## config.mk

```make
export PLATFORM = sky130hd
export DESIGN_NAME = nmea_rmc_sentence_parser_top
export DESIGN_NICKNAME = d
export VERILOG_FILES = /design/src/rtl/nrmc_pkg.sv /design/src/rtl/nmea_rmc_sentence_parser_top.sv
export SDC_FILE = /design/constraint.sdc
export NUM_CORES = 1
export LEC_CHECK = 0
export ABC_AREA = 1
export ABC_CLOCK_PERIOD_IN_PS = 12200
export BUFFER_PORTS_ARGS = -buffer_cell sky130_fd_sc_hd__buf_4
export CORE_MARGIN = 2
export CORE_UTILIZATION = 30
export DETAILED_ROUTE_END_ITERATION = 10
export MAX_ROUTING_LAYER = met4
export SYNTH_ARGS = -nofsm -noshare
export SYNTH_HDL_FRONTEND = slang
export SYNTH_SLANG_ARGS = --single-unit
```

## constraint.sdc

```tcl
create_clock -name clk -period 12.2 [get_ports clk]
set_input_delay 0 -clock clk [delete_from_list [all_inputs] [get_ports clk]]
set_output_delay 0 -clock clk [all_outputs]
set_load 0.02 [all_outputs]
```

## src/rtl/nrmc_pkg.sv

```systemverilog
// Types, constants and helpers shared by the RMC sentence parser.
package nrmc_pkg;

  localparam int FRAC_DIGITS_DEF = 4;

  localparam logic [4:0] POS_MAX = 5'd31;
  localparam logic [3:0] FLD_MAX = 4'd15;

  // Field numbers within a sentence
  localparam logic [3:0] FLD_HDR  = 4'd0;
  localparam logic [3:0] FLD_TIME = 4'd1;
  localparam logic [3:0] FLD_LAT  = 4'd3;
  localparam logic [3:0] FLD_NS   = 4'd4;
  localparam logic [3:0] FLD_LON  = 4'd5;
  localparam logic [3:0] FLD_EW   = 4'd6;
  localparam logic [3:0] FLD_DATE = 4'd9;

  // Bits of the seen-fields mask
  localparam logic [3:0] SEEN_TIME = 4'b0001;
  localparam logic [3:0] SEEN_LAT  = 4'b0010;
  localparam logic [3:0] SEEN_LON  = 4'b0100;
  localparam logic [3:0] SEEN_DATE = 4'b1000;
  localparam logic [3:0] SEEN_ALL  = 4'b1111;

  localparam logic [7:0] CH_COMMA = 8'h2C;
  localparam logic [7:0] CH_DOT   = 8'h2E;
  localparam logic [7:0] CH_0     = 8'h30;
  localparam logic [7:0] CH_9     = 8'h39;
  localparam logic [7:0] CH_X     = 8'h78;

  localparam logic [4:0] HDR_LEN       = 5'd6;
  localparam logic [4:0] TIME_DIGITS   = 5'd6;
  localparam logic [4:0] TIME_MIN_LEN  = 5'd7;
  localparam logic [4:0] COORD_MIN_LEN = 5'd7;
  localparam logic [4:0] COORD_DIGITS  = 5'd5;
  localparam logic [4:0] DOT_POS_MIN   = 5'd3;
  localparam logic [4:0] DOT_POS_MAX   = 5'd5;
  localparam logic [4:0] DATE_LEN      = 5'd6;

  localparam logic [6:0] HOUR_MAX  = 7'd23;
  localparam logic [6:0] MINSEC_MAX = 7'd59;
  localparam logic [6:0] DAY_MAX   = 7'd31;
  localparam logic [6:0] MONTH_MAX = 7'd12;
  localparam logic [11:0] YEAR_BASE = 12'd2000;

  typedef struct packed {
    logic [7:0] char_in;
    logic       end_of_sentence;
  } in_t;

  typedef struct packed {
    logic        valid_res;
    logic [4:0]  hour;
    logic [5:0]  minute;
    logic [5:0]  second;
    logic [4:0]  day_of_month;
    logic [3:0]  month_number;
    logic [11:0] year_full;
    logic [29:0] latitude_units;
    logic [7:0]  latitude_hemisphere;
    logic [29:0] longitude_units;
    logic [7:0]  longitude_hemisphere;
  } out_t;

  // Expected talker/sentence id, one byte per position
  function automatic logic [7:0] hdr_char(input logic [2:0] p);
    logic [7:0] ch;
    case (p)
      3'd0:    ch = 8'h24; // '$'
      3'd1:    ch = 8'h47; // 'G'
      3'd2:    ch = 8'h50; // 'P'
      3'd3:    ch = 8'h52; // 'R'
      3'd4:    ch = 8'h4D; // 'M'
      3'd5:    ch = 8'h43; // 'C'
      default: ch = 8'h00;
    endcase
    return ch;
  endfunction

endpackage

```

## src/rtl/nmea_rmc_sentence_parser_top.sv

```systemverilog
// RMC sentence parser: byte-wise field splitter, decoder and result register.
// The result is registered: out_valid rises in the cycle after the last byte is taken.
// Throughput: one byte per cycle; in_stall rises only while a result waits under
// out_stall, so the output register is the only point of back pressure.
// Reset (rst_n low, synchronous): clears the parser to the start of a sentence
// and drops any result that was still waiting.
module nmea_rmc_sentence_parser_top
  import nrmc_pkg::*;
#(
  parameter int FRAC_DIGITS = FRAC_DIGITS_DEF
) (
  input  logic clk,
  input  logic rst_n,
  input  logic in_valid,
  output logic in_stall,
  input  in_t  in_data,
  output logic out_valid,
  input  logic out_stall,
  output out_t out_data
);

  // Fraction digits kept; later ones are checked and dropped
  localparam int KEEP = (FRAC_DIGITS < 4) ? FRAC_DIGITS : 4;

  // Parser state
  logic [3:0]  fld_r, fld_nxt;
  logic [4:0]  pos_r, pos_nxt;
  logic        err_r, err_nxt;
  logic [3:0]  seen_r, seen_nxt;
  logic [6:0]  hour_r, hour_nxt, min_r, min_nxt, sec_r, sec_nxt;
  logic [6:0]  day_r, day_nxt, mon_r, mon_nxt, yr_r, yr_nxt;
  logic [9:0]  deg_r, deg_nxt;
  logic [3:0]  cmt_r, cmt_nxt, cmo_r, cmo_nxt;
  logic [3:0]  frac_r [4];
  logic [3:0]  frac_nxt [4];
  logic        dot_seen_r, dot_seen_nxt, dot_ok_r, dot_ok_nxt;
  logic [2:0]  fcnt_r, fcnt_nxt;
  logic [29:0] lat_r, lat_nxt, lon_r, lon_nxt;
  logic [7:0]  latl_r, latl_nxt, lonl_r, lonl_nxt;

  // Result register
  logic out_valid_r, out_valid_nxt;
  out_t out_data_r, out_data_nxt;

  // Byte-stage values
  logic [7:0]  ch;
  logic [3:0]  dig;
  logic        last, is_comma, is_dig, accept;
  logic        b_err;
  logic [4:0]  b_pos;
  logic [6:0]  b_hour, b_min, b_sec, b_day, b_mon, b_yr;
  logic [9:0]  b_deg;
  logic [3:0]  b_cmt, b_cmo;
  logic [3:0]  b_frac [4];
  logic        b_dot_seen, b_dot_ok;
  logic [2:0]  b_fcnt;
  logic [7:0]  b_latl, b_lonl;

  // Close-stage values
  logic        c_err;
  logic [3:0]  c_seen;
  logic [29:0] c_lat, c_lon;
  logic [6:0]  cmin_val;
  logic [13:0] frac_val;
  logic [29:0] units;
  logic [3:0]  fld_adv;
  logic        e_err;
  logic [3:0]  e_seen;

  assign ch       = in_data.char_in;
  assign last     = in_data.end_of_sentence;
  assign dig      = 4'(ch - CH_0);
  assign is_comma = (ch == CH_COMMA);
  assign is_dig   = (ch >= CH_0) && (ch <= CH_9);
  assign in_stall = out_valid_r && out_stall;
  assign accept   = in_valid && !in_stall;

  // Per-byte decode of the current field
  always_comb begin
    b_err      = err_r;
    b_hour     = hour_r;
    b_min      = min_r;
    b_sec      = sec_r;
    b_day      = day_r;
    b_mon      = mon_r;
    b_yr       = yr_r;
    b_deg      = deg_r;
    b_cmt      = cmt_r;
    b_cmo      = cmo_r;
    b_frac     = frac_r;
    b_dot_seen = dot_seen_r;
    b_dot_ok   = dot_ok_r;
    b_fcnt     = fcnt_r;
    b_latl     = latl_r;
    b_lonl     = lonl_r;
    if (is_comma) begin
      b_pos = pos_r;
    end else begin
      b_pos = (pos_r < POS_MAX) ? pos_r + 5'd1 : pos_r;
      case (fld_r)
        FLD_HDR: begin
          if (pos_r < HDR_LEN && ch != hdr_char(pos_r[2:0])) b_err = 1'b1;
        end
        FLD_TIME: begin
          if (pos_r < TIME_DIGITS) begin
            if (!is_dig) begin
              b_err = 1'b1;
            end else if (pos_r < 5'd2) begin
              b_hour = 7'(hour_r * 7'd10) + 7'(dig);
            end else if (pos_r < 5'd4) begin
              b_min = 7'(min_r * 7'd10) + 7'(dig);
            end else begin
              b_sec = 7'(sec_r * 7'd10) + 7'(dig);
            end
          end else if (pos_r == TIME_DIGITS && ch != CH_DOT) begin
            b_err = 1'b1;
          end
        end
        FLD_LAT, FLD_LON: begin
          if (!dot_seen_r) begin
            if (ch == CH_DOT) begin
              b_dot_seen = 1'b1;
              b_dot_ok   = (pos_r >= DOT_POS_MIN) && (pos_r <= DOT_POS_MAX);
            end else if (!is_dig) begin
              b_err = 1'b1;
            end else if (pos_r < COORD_DIGITS) begin
              // shift the digit through ones -> tens -> degrees
              b_deg = 10'(deg_r * 10'd10) + 10'(cmt_r);
              b_cmt = cmo_r;
              b_cmo = dig;
            end
          end else begin
            if (!is_dig) begin
              b_err = 1'b1;
            end else if (fcnt_r < 3'(KEEP)) begin
              b_frac[fcnt_r[1:0]] = dig;
              b_fcnt = fcnt_r + 3'd1;
            end
          end
        end
        FLD_NS: begin
          if (pos_r == 5'd0) b_latl = ch;
        end
        FLD_EW: begin
          if (pos_r == 5'd0) b_lonl = ch;
        end
        FLD_DATE: begin
          if (pos_r < DATE_LEN) begin
            if (!is_dig) begin
              b_err = 1'b1;
            end else if (pos_r < 5'd2) begin
              b_day = 7'(day_r * 7'd10) + 7'(dig);
            end else if (pos_r < 5'd4) begin
              b_mon = 7'(mon_r * 7'd10) + 7'(dig);
            end else begin
              b_yr = 7'(yr_r * 7'd10) + 7'(dig);
            end
          end
        end
        default: ;
      endcase
    end
  end

  // Field close: length and range checks, coordinate assembly
  always_comb begin
    cmin_val = 7'(b_cmt * 7'd10) + 7'(b_cmo);
    frac_val = 14'(b_frac[0] * 14'd1000) + 14'(b_frac[1] * 14'd100)
             + 14'(b_frac[2] * 14'd10) + 14'(b_frac[3]);
    units    = 30'(b_deg * 30'd600000) + 30'(cmin_val * 30'd10000) + 30'(frac_val);
    c_err    = b_err;
    c_seen   = seen_r;
    c_lat    = lat_r;
    c_lon    = lon_r;
    if (is_comma || last) begin
      case (fld_r)
        FLD_HDR: begin
          if (b_pos != HDR_LEN) c_err = 1'b1;
        end
        FLD_TIME: begin
          c_seen = c_seen | SEEN_TIME;
          if (b_pos < TIME_MIN_LEN || b_hour > HOUR_MAX || b_min > MINSEC_MAX
              || b_sec > MINSEC_MAX) c_err = 1'b1;
        end
        FLD_LAT, FLD_LON: begin
          c_seen = c_seen | ((fld_r == FLD_LAT) ? SEEN_LAT : SEEN_LON);
          if (b_pos < COORD_MIN_LEN || !b_dot_seen || !b_dot_ok) begin
            c_err = 1'b1;
          end else if (fld_r == FLD_LAT) begin
            c_lat = units;
          end else begin
            c_lon = units;
          end
        end
        FLD_DATE: begin
          c_seen = c_seen | SEEN_DATE;
          if (b_pos != DATE_LEN || b_day > DAY_MAX || b_mon > MONTH_MAX) c_err = 1'b1;
        end
        default: ;
      endcase
    end

    fld_adv = (fld_r < FLD_MAX) ? fld_r + 4'd1 : fld_r;

    // A comma on the last byte opens an empty field that closes at once
    e_err  = c_err;
    e_seen = c_seen;
    if (is_comma) begin
      case (fld_adv)
        FLD_TIME: begin
          e_seen = e_seen | SEEN_TIME;
          e_err  = 1'b1;
        end
        FLD_LAT: begin
          e_seen = e_seen | SEEN_LAT;
          e_err  = 1'b1;
        end
        FLD_LON: begin
          e_seen = e_seen | SEEN_LON;
          e_err  = 1'b1;
        end
        FLD_DATE: begin
          e_seen = e_seen | SEEN_DATE;
          e_err  = 1'b1;
        end
        default: ;
      endcase
    end
  end

  // Next state of the parser and the result register
  always_comb begin
    fld_nxt      = fld_r;
    pos_nxt      = pos_r;
    err_nxt      = err_r;
    seen_nxt     = seen_r;
    hour_nxt     = hour_r;
    min_nxt      = min_r;
    sec_nxt      = sec_r;
    day_nxt      = day_r;
    mon_nxt      = mon_r;
    yr_nxt       = yr_r;
    deg_nxt      = deg_r;
    cmt_nxt      = cmt_r;
    cmo_nxt      = cmo_r;
    frac_nxt     = frac_r;
    dot_seen_nxt = dot_seen_r;
    dot_ok_nxt   = dot_ok_r;
    fcnt_nxt     = fcnt_r;
    lat_nxt      = lat_r;
    lon_nxt      = lon_r;
    latl_nxt     = latl_r;
    lonl_nxt     = lonl_r;

    out_valid_nxt = out_valid_r && out_stall;
    out_data_nxt  = out_data_r;

    if (accept) begin
      if (last) begin
        // Emit the beat and restart for the next sentence
        out_valid_nxt = 1'b1;
        out_data_nxt  = '0;
        if (!e_err && e_seen == SEEN_ALL) begin
          out_data_nxt.valid_res            = 1'b1;
          out_data_nxt.hour                 = b_hour[4:0];
          out_data_nxt.minute               = b_min[5:0];
          out_data_nxt.second               = b_sec[5:0];
          out_data_nxt.day_of_month         = b_day[4:0];
          out_data_nxt.month_number         = b_mon[3:0];
          out_data_nxt.year_full            = 12'(b_yr) + YEAR_BASE;
          out_data_nxt.latitude_units       = c_lat;
          out_data_nxt.latitude_hemisphere  = b_latl;
          out_data_nxt.longitude_units      = c_lon;
          out_data_nxt.longitude_hemisphere = b_lonl;
        end
        fld_nxt      = FLD_HDR;
        pos_nxt      = '0;
        err_nxt      = 1'b0;
        seen_nxt     = '0;
        hour_nxt     = '0;
        min_nxt      = '0;
        sec_nxt      = '0;
        day_nxt      = '0;
        mon_nxt      = '0;
        yr_nxt       = '0;
        deg_nxt      = '0;
        cmt_nxt      = '0;
        cmo_nxt      = '0;
        frac_nxt     = '{default: '0};
        dot_seen_nxt = 1'b0;
        dot_ok_nxt   = 1'b0;
        fcnt_nxt     = '0;
        lat_nxt      = '0;
        lon_nxt      = '0;
        latl_nxt     = CH_X;
        lonl_nxt     = CH_X;
      end else begin
        err_nxt      = c_err;
        seen_nxt     = c_seen;
        lat_nxt      = c_lat;
        lon_nxt      = c_lon;
        pos_nxt      = b_pos;
        hour_nxt     = b_hour;
        min_nxt      = b_min;
        sec_nxt      = b_sec;
        day_nxt      = b_day;
        mon_nxt      = b_mon;
        yr_nxt       = b_yr;
        deg_nxt      = b_deg;
        cmt_nxt      = b_cmt;
        cmo_nxt      = b_cmo;
        frac_nxt     = b_frac;
        dot_seen_nxt = b_dot_seen;
        dot_ok_nxt   = b_dot_ok;
        fcnt_nxt     = b_fcnt;
        latl_nxt     = b_latl;
        lonl_nxt     = b_lonl;
        if (is_comma) begin
          // Advance to the next field and open it
          fld_nxt = fld_adv;
          pos_nxt = '0;
          if (fld_adv == FLD_LAT || fld_adv == FLD_LON) begin
            deg_nxt      = '0;
            cmt_nxt      = '0;
            cmo_nxt      = '0;
            frac_nxt     = '{default: '0};
            dot_seen_nxt = 1'b0;
            dot_ok_nxt   = 1'b0;
            fcnt_nxt     = '0;
          end
          if (fld_adv == FLD_NS) latl_nxt = '0;
          if (fld_adv == FLD_EW) lonl_nxt = '0;
        end
      end
    end
  end

  always_ff @(posedge clk) begin
    if (!rst_n) begin
      fld_r       <= FLD_HDR;
      pos_r       <= '0;
      err_r       <= 1'b0;
      seen_r      <= '0;
      hour_r      <= '0;
      min_r       <= '0;
      sec_r       <= '0;
      day_r       <= '0;
      mon_r       <= '0;
      yr_r        <= '0;
      deg_r       <= '0;
      cmt_r       <= '0;
      cmo_r       <= '0;
      frac_r      <= '{default: '0};
      dot_seen_r  <= 1'b0;
      dot_ok_r    <= 1'b0;
      fcnt_r      <= '0;
      lat_r       <= '0;
      lon_r       <= '0;
      latl_r      <= CH_X;
      lonl_r      <= CH_X;
      out_valid_r <= 1'b0;
    end else begin
      fld_r       <= fld_nxt;
      pos_r       <= pos_nxt;
      err_r       <= err_nxt;
      seen_r      <= seen_nxt;
      hour_r      <= hour_nxt;
      min_r       <= min_nxt;
      sec_r       <= sec_nxt;
      day_r       <= day_nxt;
      mon_r       <= mon_nxt;
      yr_r        <= yr_nxt;
      deg_r       <= deg_nxt;
      cmt_r       <= cmt_nxt;
      cmo_r       <= cmo_nxt;
      frac_r      <= frac_nxt;
      dot_seen_r  <= dot_seen_nxt;
      dot_ok_r    <= dot_ok_nxt;
      fcnt_r      <= fcnt_nxt;
      lat_r       <= lat_nxt;
      lon_r       <= lon_nxt;
      latl_r      <= latl_nxt;
      lonl_r      <= lonl_nxt;
      out_valid_r <= out_valid_nxt;
    end
  end

  // Payload needs no reset; hold it while the beat is stalled
  always_ff @(posedge clk) begin
    out_data_r <= out_data_nxt;
  end

  assign out_valid = out_valid_r;
  assign out_data  = out_data_r;

endmodule

```

==> impl_metrics.env, run 1 <==
export IMPL_placed_cells=3970
export IMPL_hold_class="in -> reg"
export IMPL_ioPinCount=130
export IMPL_drive_gt1_share_pct=9.449
export IMPL_clock_sinks=285
export IMPL_setup_violations=0
export IMPL_synthAdderAreaFrac_pct=22.04
export IMPL_crit_top_cell="ha_1"
export IMPL_drc=0
export IMPL_finalClockSkew_ns=0.02972
export IMPL_r2r_start="pos_r[2]"
export IMPL_synth_area_per_cell_um2=7.706
export IMPL_finalCritPeriodShare_pct=75.55
export IMPL_async_flop_share_pct=0
export IMPL_path_max_fanout=26
export IMPL_total_leakage_power_nw=11.65
export IMPL_synth_top_family_by_area="adder cells"
export IMPL_min_path_cells=4
export IMPL_max_cap_viol_count=0
export IMPL_total_power_w=0.002173
export IMPL_grtUsageTotal_pct=14.66
export IMPL_yosysMostFrequentCell="nand2_1"
export IMPL_synth_mux_area_share_pct=0
export IMPL_drt_pass1_iter_count=5
export IMPL_clk_latency_ns=0.55
export IMPL_grt_max_degree=85
export IMPL_netlist_cell_type_count=56
export IMPL_hold_viol_final=0
export IMPL_synth_compound_area_share_pct=12.01
export IMPL_post_drt_wl_per_cell_um=13.72
export IMPL_synth_area_leader_cell="ha_1"
export IMPL_cts_resized=0
export IMPL_tightest_slew_ns=1.149
export IMPL_synthSimpleGateAreaFrac_pct=21.73
export IMPL_initial_core_util_pct=30.34
export IMPL_startpoint_type="flip-flop"
export IMPL_min_to="latl_r[0]"
export IMPL_yosysTopAreaCellShare_pct=15.32
export IMPL_rsz0062_at_grt="no"
export IMPL_slew_viol_final=0
export IMPL_ys_seq_area_share_pct=30.22
export IMPL_slowest_delay_ns=0.59
export IMPL_core_area_mm2=0.07457
export IMPL_crit_path_end_kind="flip-flop"
export IMPL_via_per_inst=4.646
export IMPL_grt_pass1_wl_mm=91.81
export IMPL_placed_area_mm2=0.02459
export IMPL_syn_area_mm2=0.02262
export IMPL_synth_nets=3302
export IMPL_synth_common_cells="nand2_1, inv_1, ha_1"
export IMPL_synth_area_leaders="ha_1, dfxtp_1, edfxtp_1, nand2_1, inv_1"
export IMPL_fin_cells=4038
export IMPL_crit_arrival_ns=9.49
export IMPL_period_minus_slack_ns=9.217
export IMPL_worst_path_max_delay_cell="dfxtp_1"
export IMPL_vias=18760
export IMPL_max_vdd_ir_drop_v=0.00007311
export IMPL_rows=100
export IMPL_die_h_um=278.6
export IMPL_grt_pass1_vias=17830
export IMPL_cts_path_max_buffers=3
export IMPL_first_iter_violations=1104
export IMPL_clkTransAtPathRegs_ns=0.06
export IMPL_timing_rr_end="out_data[32]"
export IMPL_synthCells=2936
export IMPL_overflow=0
export IMPL_wirelength_mm=55.42
export IMPL_antenna_found_initial=1
export IMPL_ff2ff_path_depth=44
export IMPL_critical_path_class="reg -> reg"
export IMPL_die_w_um=278.6
export IMPL_htreeDepth=2
export IMPL_synth_edf_count=113
export IMPL_worstPathRequired_ns=12.47
export IMPL_r2r_slack_ns=2.98
export IMPL_ant_nets=0
export IMPL_ys_ff_latch=285
export IMPL_fin_area_mm2=0.02575
export IMPL_fmax_mhz=108.5
export IMPL_synth_ff_type="dfxtp_1"
export IMPL_yosys_warnings=0
export IMPL_fin_nets=3409
export IMPL_setup_tns_ns=0
export IMPL_cts_buffers=34
export IMPL_hp_start="in_valid"
export IMPL_root_buffer="clkbuf_16"
export IMPL_powerDensity_mw_per_mm2=84.37
export IMPL_relSlewSlack_pct=22.58
export IMPL_dp_hpwl_mm=40.86
export IMPL_synth_xor_area_share_pct=4.607
export IMPL_antenna_cells=0
export IMPL_gp_congestion=0.8860
export IMPL_holdWs_ns=0.04552
export IMPL_post_cts_setup_buffers=0
export IMPL_port_buffers=129
export IMPL_cts_hold_fix_buffers=6
export IMPL_status="finished clean"
export IMPL_cts_tree="yes"
export IMPL_area_growth_pct=13.83
export IMPL_dieArea_mm2=0.07763
-- area by class of cell --
cell class / count / area [um^2]
inverter: 456 / 1717
tap: 969 / 1212
fill: 7852 / 48820
sequential: 285 / 6837
timing repair buffer: 158 / 1201
multi-input combinational: 2108 / 13690
clock inverter: 21 / 201.4
clock buffer: 41 / 897.1
-- through the flow --
step	worst slack [ns]	utilization, %
floorplan	3.713	-
global placement	3.113	32.98
detailed placement	2.987	32.98
CTS	2.938	34.53
global route	2.111	34.53
finish	2.983	34.53
-- critical path, delay by kind of cell, from the launching register on --
family,cells,cell delay (ns)
xor gates and xnor gates,3,0.78
and+or+nand+nor,14,1.39
adders and majority gates,10,3.36
AOI/OAI and AO/OA,9,1.88
buffers and inverters,8,0.95
DFF,1,0.59
-- how the worst max path moves through the flow --
stage	startpoint	end	slack, ns	depth (start not counted)
after floorplan	deg_r[1]	out_data[32]	3.71	38
after global placement	pos_r[2]	out_data[70]	3.11	41
after detailed placement	pos_r[2]	out_data[70]	2.99	41
after CTS	pos_r[2]	out_data[70]	2.94	44
after global routing	pos_r[2]	out_data[70]	2.11	44
final	pos_r[2]	out_data[32]	2.98	44
-- cell families (layout without fill, tap and decap cells) --
family / after synthesis / after routing
adders and majority gates: 353 / 353
xor gates and xnor gates: 119 / 119
buffers and inverters: 543 / 676
AOI/OAI and AO/OA: 491 / 491
DFF: 285 / 285
and+or+nand+nor: 1145 / 1145
-- where the power goes --
group	total [W]	switching (W)	leakage, nW	internal (W)
registers	0.00101	0.00000699	2.42	0.00101
clock network	0.00102	0.000429	0.531	0.000593
logic	0.000138	0.0000992	8.70	0.0000389
total	0.00217	0.000536	11.6	0.00164
-- routing by layer --
metal,global-route usage [%],share of wire (%),vias to the layer above
li1,-,-,9697
met1,19.60,48,8683
met2,23.72,46,311
met3,1.406,3.6,71
met4,3.915,2.2,0
met5,-,0,-
-- registers in the layout, summed over array words and instances, names as in the netlist, 3 cells and up --
register  flops
cmo_r         4
cmt_r         4
day_r         7
deg_r        10
fcnt_r        3
fld_r         4
frac_r       16
hour_r        7
lat_r        30
latl_r        8
lon_r        30
lonl_r        8
min_r         7
mon_r         7
out_data    113
pos_r         5
sec_r         7
seen_r        4
yr_r          7
-- cell usage in the layout (no fill, tap or decap), types with 25 or more instances in the layout --
master       n
nand2_1    710
inv_1      438
ha_1       277
a21oi_1    238
nor2_1     199
dfxtp_1    172
buf_4      152
o21ai_0    134
edfxtp_1   113
nand3_1    100
fa_1        76
xor2_1      60
xnor2_1     59
o21a_1      39
clkbuf_16   34
nor3_1      27
nor2_4      25
Note: power is estimated with default switching activity, not from simulation.
==> run 2: changes to the inputs <==
--- a/config.mk
+++ b/config.mk
@@ -5,8 +5,8 @@
 export SDC_FILE = /design/constraint.sdc
 export NUM_CORES = 1
 export LEC_CHECK = 0
-export ABC_AREA = 1
-export ABC_CLOCK_PERIOD_IN_PS = 12200
+export ABC_AREA = 0
+export ABC_CLOCK_PERIOD_IN_PS = 9400
 export BUFFER_PORTS_ARGS = -buffer_cell sky130_fd_sc_hd__buf_4
 export CORE_MARGIN = 2
 export CORE_UTILIZATION = 30
==> constraint.sdc (replaced) <==
create_clock -name clk -period 9.4 [get_ports clk]
set_input_delay 0 -clock clk [delete_from_list [all_inputs] [get_ports clk]]
set_output_delay 0 -clock clk [all_outputs]
set_load 0.02 [all_outputs]
==> impl_metrics.env, run 2 <==
export IMPL_gp_congestion=0.9018
export IMPL_drc=0
export IMPL_fmax_mhz=111.6
export IMPL_root_buffer="clkbuf_16"
export IMPL_synth_area_per_cell_um2=9.333
export IMPL_cts_tree="yes"
export IMPL_yosysTopAreaCellShare_pct=15.95
export IMPL_synth_area_leader_cell="ha_1"
export IMPL_final_common_cell="ha_1"
export IMPL_setup_tns_ns=0
export IMPL_hp_start="in_data[4]"
export IMPL_ys_ff_latch=285
export IMPL_power_internal_w=0.002119
export IMPL_power_switching_w=0.0006933
export IMPL_ioPinCount=130
export IMPL_yosysMostFrequentCell="ha_1"
export IMPL_via_per_inst=4.977
export IMPL_startpoint_type="flip-flop"
export IMPL_htreeDepth=2
export IMPL_async_flop_share_pct=0
export IMPL_yosys_warnings=0
export IMPL_dp_hpwl_mm=41.79
export IMPL_tightest_slew_ns=0.9980
export IMPL_area_growth_pct=15.70
export IMPL_power_frac_comb_pct=6.4
export IMPL_synth_ff_type="dfxtp_1"
export IMPL_grtUsageTotal_pct=15.80
export IMPL_synth_edf_count=113
export IMPL_slew_viol_final=0
export IMPL_max_vdd_ir_drop_v=0.0001129
export IMPL_swShare_pct=24.65
export IMPL_vias=17070
export IMPL_drive_gt1_share_pct=13.31
export IMPL_syn_area_mm2=0.02174
export IMPL_synth_common_cells="ha_1, nand2_1, inv_1"
export IMPL_largest_register_ffs=113
export IMPL_powerDensity_mw_per_mm2=111.8
export IMPL_hold_viol_final=0
export IMPL_crit_path_end_kind="flip-flop"
export IMPL_setup_violations=0
export IMPL_overflow=0
export IMPL_finalCritPeriodShare_pct=95.30
export IMPL_ant_nets=0
export IMPL_hold_class="in -> reg"
export IMPL_cts_path_max_buffers=3
export IMPL_rows=98
export IMPL_grt_pass1_vias=16930
export IMPL_crit_arrival_ns=9.22
export IMPL_synth_area_leaders="ha_1, dfxtp_1, edfxtp_1, fa_1, nor2b_1"
export IMPL_fin_nets=2820
export IMPL_synthCells=2329
export IMPL_die_h_um=273.2
export IMPL_clk_latency_ns=0.56
export IMPL_slowest_delay_ns=0.63
export IMPL_clkPwrFrac_pct=46.8
export IMPL_die_w_um=273.2
export IMPL_netlist_cell_type_count=81
export IMPL_antenna_found_initial=0
export IMPL_holdWs_ns=0.07170
export IMPL_grt_max_degree=71
export IMPL_layout_common_cells="ha_1, nand2_1, inv_1"
export IMPL_wirelength_mm=57.47
export IMPL_antenna_cells=0
export IMPL_port_buffers=129
export IMPL_synth_nets=2695
export IMPL_total_leakage_power_nw=10.68
export IMPL_crit_top_cell="ha_1"
export IMPL_period_minus_slack_ns=8.958
export IMPL_path_max_fanout=6
export IMPL_grt_pass1_wl_mm=92.07
export IMPL_first_iter_violations=1175
export IMPL_max_cap_viol_count=0
export IMPL_seq_power_share_pct=46.8
export IMPL_worstPathRequired_ns=9.67
export IMPL_clock_sinks=285
export IMPL_critical_path_class="reg -> reg"
export IMPL_clkTransAtPathRegs_ns=0.06
export IMPL_post_drt_wl_per_cell_um=16.76
export IMPL_initial_core_util_pct=30.35
export IMPL_relSlewSlack_pct=33.21
export IMPL_r2r_start="deg_r[1]"
export IMPL_setup_worst_path_start="deg_r[1]"
export IMPL_drt_pass1_iter_count=6
export IMPL_status="finished clean"
export IMPL_worst_path_max_delay_cell="fa_2"
export IMPL_dieArea_mm2=0.07462
export IMPL_core_area_mm2=0.07161
export IMPL_finalClockSkew_ns=0.02699
export IMPL_cts_buffers=34
export IMPL_ys_seq_area_share_pct=31.45
[run 2: through the flow]
step | instance area, um^2 | cells | setup slack [ns] | utilization, % | total power, W
floorplan | 21740 | 2329 | 0.2843 | - | 0.001436
global placement | 23900 | 3360 | 0.2423 | 33.37 | 0.001522
detailed placement | 23900 | 3360 | 0.1520 | 33.37 | 0.001522
CTS | 25070 | 3428 | 0.1228 | 35.01 | 0.002859
global route | 25150 | 3429 | -0.04581 | 35.12 | 0.002915
finish | 25150 | 3429 | 0.4420 | 35.12 | 0.002812
[run 2: final cells by class]
class / instances / area [um^2]
clock buffers: 45 / 922.1
clock inverters: 16 / 177.7
well taps: 950 / 1189
flip-flops and latches: 285 / 6838
multi-input cells: 1750 / 13840
inverters: 191 / 719.4
fillers: 7361 / 46460
repair buffers: 192 / 1459
[run 2: worst paths after layout]
kind	cells past startpoint	endpoint	slack, ns
min	4	cmo_r[3]	0.07
max	35	out_data[70]	0.44
max reg2reg	35	out_data[70]	0.44
min reg2reg	2	deg_r[9]	0.46
[run 2: worst max-delay path, delay by kind of cell (launching register included)]
kind | cells | cell delay [ns]
flip-flops | 1 | 0.34
adder cells (fa/ha/maj) | 11 | 4.42
AO/OA/AOI/OAI | 9 | 1.71
XOR/XNOR | 5 | 0.81
AND/OR/NAND/NOR | 4 | 0.95
buffers and inverters | 6 | 0.43
[run 2: routing by layer]
layer	routed length, um	up-vias	track usage (%)	part of all wire [%]
li1	-	8433	-	-
met1	26030	8162	20.08	45
met2	27150	375	25.96	47
met3	2443	96	2.000	4.3
met4	1856	0	5.263	3.2
met5	0	-	-	0
[run 2: cell families after synthesis]
kind of cell | after synthesis | share of synthesized area [%]
AO/OA/AOI/OAI | 517 | 16.25
XOR/XNOR | 130 | 5.307
adder cells (fa/ha/maj) | 354 | 22.99
buffers and inverters | 294 | 5.446
flip-flops | 285 | 31.45
multiplexers | 59 | 2.786
AND/OR/NAND/NOR | 690 | 15.77
[run 2: timing repair]
action,4_1_cts,5_1_grt
endpoints found under the setup margin,0,39
hold endpoints to repair,50,0
hold buffers,7,0
setup buffers,0,1
gates resized for setup,0,20
[run 2: power by group through the flow]
stage / Clock, W / Sequential [W] / Combinational [W]
finish: 0.00132 / 0.00132 / 0.000180
global route: 0.00141 / 0.00132 / 0.000191
CTS: 0.00136 / 0.00132 / 0.000181
detailed placement: 0 / 0.00134 / 0.000178
global placement: 0 / 0.00134 / 0.000179
floorplan: 0 / 0.00137 / 0.0000641
==> run 3: changes to the inputs <==
--- a/config.mk
+++ b/config.mk
@@ -8,10 +8,14 @@
 export ABC_AREA = 0
 export ABC_CLOCK_PERIOD_IN_PS = 9400
 export BUFFER_PORTS_ARGS = -buffer_cell sky130_fd_sc_hd__buf_4
+export CELL_PAD_IN_SITES_DETAIL_PLACEMENT = 1
+export CELL_PAD_IN_SITES_GLOBAL_PLACEMENT = 1
 export CORE_MARGIN = 2
 export CORE_UTILIZATION = 30
+export CTS_CLUSTER_SIZE = 28
 export DETAILED_ROUTE_END_ITERATION = 10
 export MAX_ROUTING_LAYER = met4
+export PLACE_DENSITY_LB_ADDON = 0.1
 export SYNTH_ARGS = -nofsm -noshare
 export SYNTH_HDL_FRONTEND = slang
 export SYNTH_SLANG_ARGS = --single-unit
==> impl_metrics.env, run 3 (same netlist as run 2, synthesis figures left out) <==
export IMPL_htreeDepth=2
export IMPL_port_buffers=129
export IMPL_crit_arrival_ns=9.33
export IMPL_relSlewSlack_pct=27.06
export IMPL_power_switching_w=0.0007372
export IMPL_cp_endpoint="out_data[73]"
export IMPL_grtUsageTotal_pct=18.98
export IMPL_cts_buffers=37
export IMPL_cp_depth=35
export IMPL_layout_common_cells="ha_1, nand2_1, buf_4"
export IMPL_max_cap_viol_count=0
export IMPL_fill_cells=8234
export IMPL_hold_viol_final=0
export IMPL_powerDensity_mw_per_mm2=116.3
export IMPL_grt_pass1_wl_mm=108.3
export IMPL_clock_sinks=285
export IMPL_max_vdd_ir_drop_v=0.0001251
export IMPL_gr_usage_met2_pct=34.33
export IMPL_core_area_mm2=0.07161
export IMPL_antenna_cells=0
export IMPL_holdWs_ns=0.03786
export IMPL_hold_class="in -> reg"
export IMPL_finalClockSkew_ns=0.01050
export IMPL_largest_register_ffs=113
export IMPL_crit_family="adder cells"
export IMPL_period_minus_slack_ns=9.056
export IMPL_grt_pass1_vias=19070
export IMPL_dieArea_mm2=0.07462
export IMPL_antenna_found_initial=1
export IMPL_ioPinCount=130
export IMPL_drt_pass1_iter_count=5
export IMPL_cts_path_max_buffers=3
export IMPL_slowest_delay_ns=0.53
export IMPL_vias=17430
export IMPL_final_common_cell="ha_1"
export IMPL_status="finished clean"
export IMPL_ant_nets=0
export IMPL_rsz0062_at_grt="no"
export IMPL_timing_rr_end="out_data[73]"
export IMPL_overflow=0
export IMPL_r2r_start="deg_r[1]"
export IMPL_worst_path_max_delay_cell="fa_1"
export IMPL_gp_congestion=0.8555
export IMPL_setup_worst_path_start="deg_r[1]"
export IMPL_tightest_slew_ns=1.094
export IMPL_total_leakage_power_nw=10.82
export IMPL_setup_tns_ns=0
export IMPL_crit_path_end_kind="flip-flop"
export IMPL_multi_input_area_mm2=0.01389
export IMPL_root_buffer="clkbuf_16"
export IMPL_grt_max_degree=96
export IMPL_swShare_pct=24.95
export IMPL_finalCritPeriodShare_pct=96.34
export IMPL_top_usage_layer="met2"
export IMPL_power_internal_w=0.002217
export IMPL_r2r_slack_ns=0.34
export IMPL_slew_viol_final=0
export IMPL_initial_core_util_pct=30.35
export IMPL_worst_path_buf_inv=6
export IMPL_path_max_fanout=6
export IMPL_worstPathRequired_ns=9.67
export IMPL_clkTransAtPathRegs_ns=0.06
export IMPL_met3_usage_pct=2.500
export IMPL_fin_nets=2834
export IMPL_drive_gt1_share_pct=14.54
export IMPL_area_growth_pct=16.89
export IMPL_die_h_um=273.2
export IMPL_dp_hpwl_mm=50.96
export IMPL_rows=98
export IMPL_via_per_inst=5.056
export IMPL_clkPwrFrac_pct=49.2
export IMPL_clk_latency_ns=0.57
export IMPL_first_iter_violations=688
export IMPL_ff2ff_path_depth=35
export IMPL_cts_tree="yes"
export IMPL_die_w_um=273.2
export IMPL_post_drt_wl_per_cell_um=19.99
export IMPL_fmax_mhz=110.4
export IMPL_wirelength_mm=68.91
export IMPL_grt_use_met1_pct=21.71
export IMPL_critical_path_class="reg -> reg"
export IMPL_setup_violations=0
export IMPL_regArea_mm2=0.006842
export IMPL_drc=0
export IMPL_power_frac_comb_pct=6.2
export IMPL_startpoint_type="flip-flop"
export IMPL_seq_power_share_pct=44.5
==> run 3: how the worst min path moves through the flow <==
stage / depth (start not counted) / slack (ns) / endpoint / startpoint
2_1_floorplan: 1 / 0.14 / lonl_r[4] / in_data[5]
5_1_grt: 4 / 0.06 / dot_seen_r / in_data[2]
3_5_place_dp: 2 / 0.31 / lonl_r[6] / in_data[7]
4_1_cts: 4 / 0.04 / dot_seen_r / in_data[2]
3_3_place_gp: 2 / 0.31 / lonl_r[6] / in_data[7]
6_report: 2 / 0.04 / lat_r[1] / rst_n
==> run 3: what timing repair did <==
item,CTS,global route
setup endpoints to repair,0,40
endpoints found under the hold margin,13,0
resized for setup,0,34
hold buffers,6,0
setup buffers,0,1
==> run 3: layer usage <==
| layer | vias to the layer above | share of wire, % |
|---|---|---|
| li1 | 8441 | - |
| met1 | 8722 | 43 |
| met5 | - | 0 |
| met4 | 0 | 2.7 |
| met3 | 81 | 2.7 |
| met2 | 185 | 52 |
==> run 3: through the flow <==
| step | instance area, um^2 | util, % | total power, W | worst slack (ns) | instances |
|---|---|---|---|---|---|
| 2_1_floorplan | 21740 | - | 0.001436 | 0.2843 | 2329 |
| 3_3_place_gp | 24000 | 33.51 | 0.001528 | 0.2883 | 3372 |
| 3_5_place_dp | 24000 | 33.51 | 0.001529 | 0.1332 | 3372 |
| 4_1_cts | 25270 | 35.29 | 0.003011 | 0.06217 | 3446 |
| 5_1_grt | 25410 | 35.48 | 0.003057 | 0.001085 | 3447 |
| 6_report | 25410 | 35.48 | 0.002954 | 0.3443 | 3447 |
==> run 3: power by group through the flow <==
stage                     sequential (W)  combinational (W)  clock [W]
after floorplan                  0.00137          0.0000641          0
after global placement           0.00134           0.000185          0
after detailed placement         0.00134           0.000186          0
after CTS                        0.00132           0.000188    0.00151
after global routing             0.00132           0.000197    0.00154
final                            0.00132           0.000184    0.00145
==> run 3: worst reg2reg max path: cells and delay by family (launching register included) <==
family | cells | cell delay (ns)
fa+ha+maj | 11 | 4.24
compound gates | 8 | 1.75
simple gates | 5 | 1.16
xor+xnor | 5 | 0.84
buf+inv | 6 | 0.44
flops | 1 | 0.34
==> run 3: area by class of cell <==
type,count,area share (%)
clock inverter,23,0.7682
clock buffer,45,4.009
tap,950,4.678
timing repair buffer,203,6.107
multi-input combinational,1750,54.68
inverter,191,2.832
sequential,285,26.93
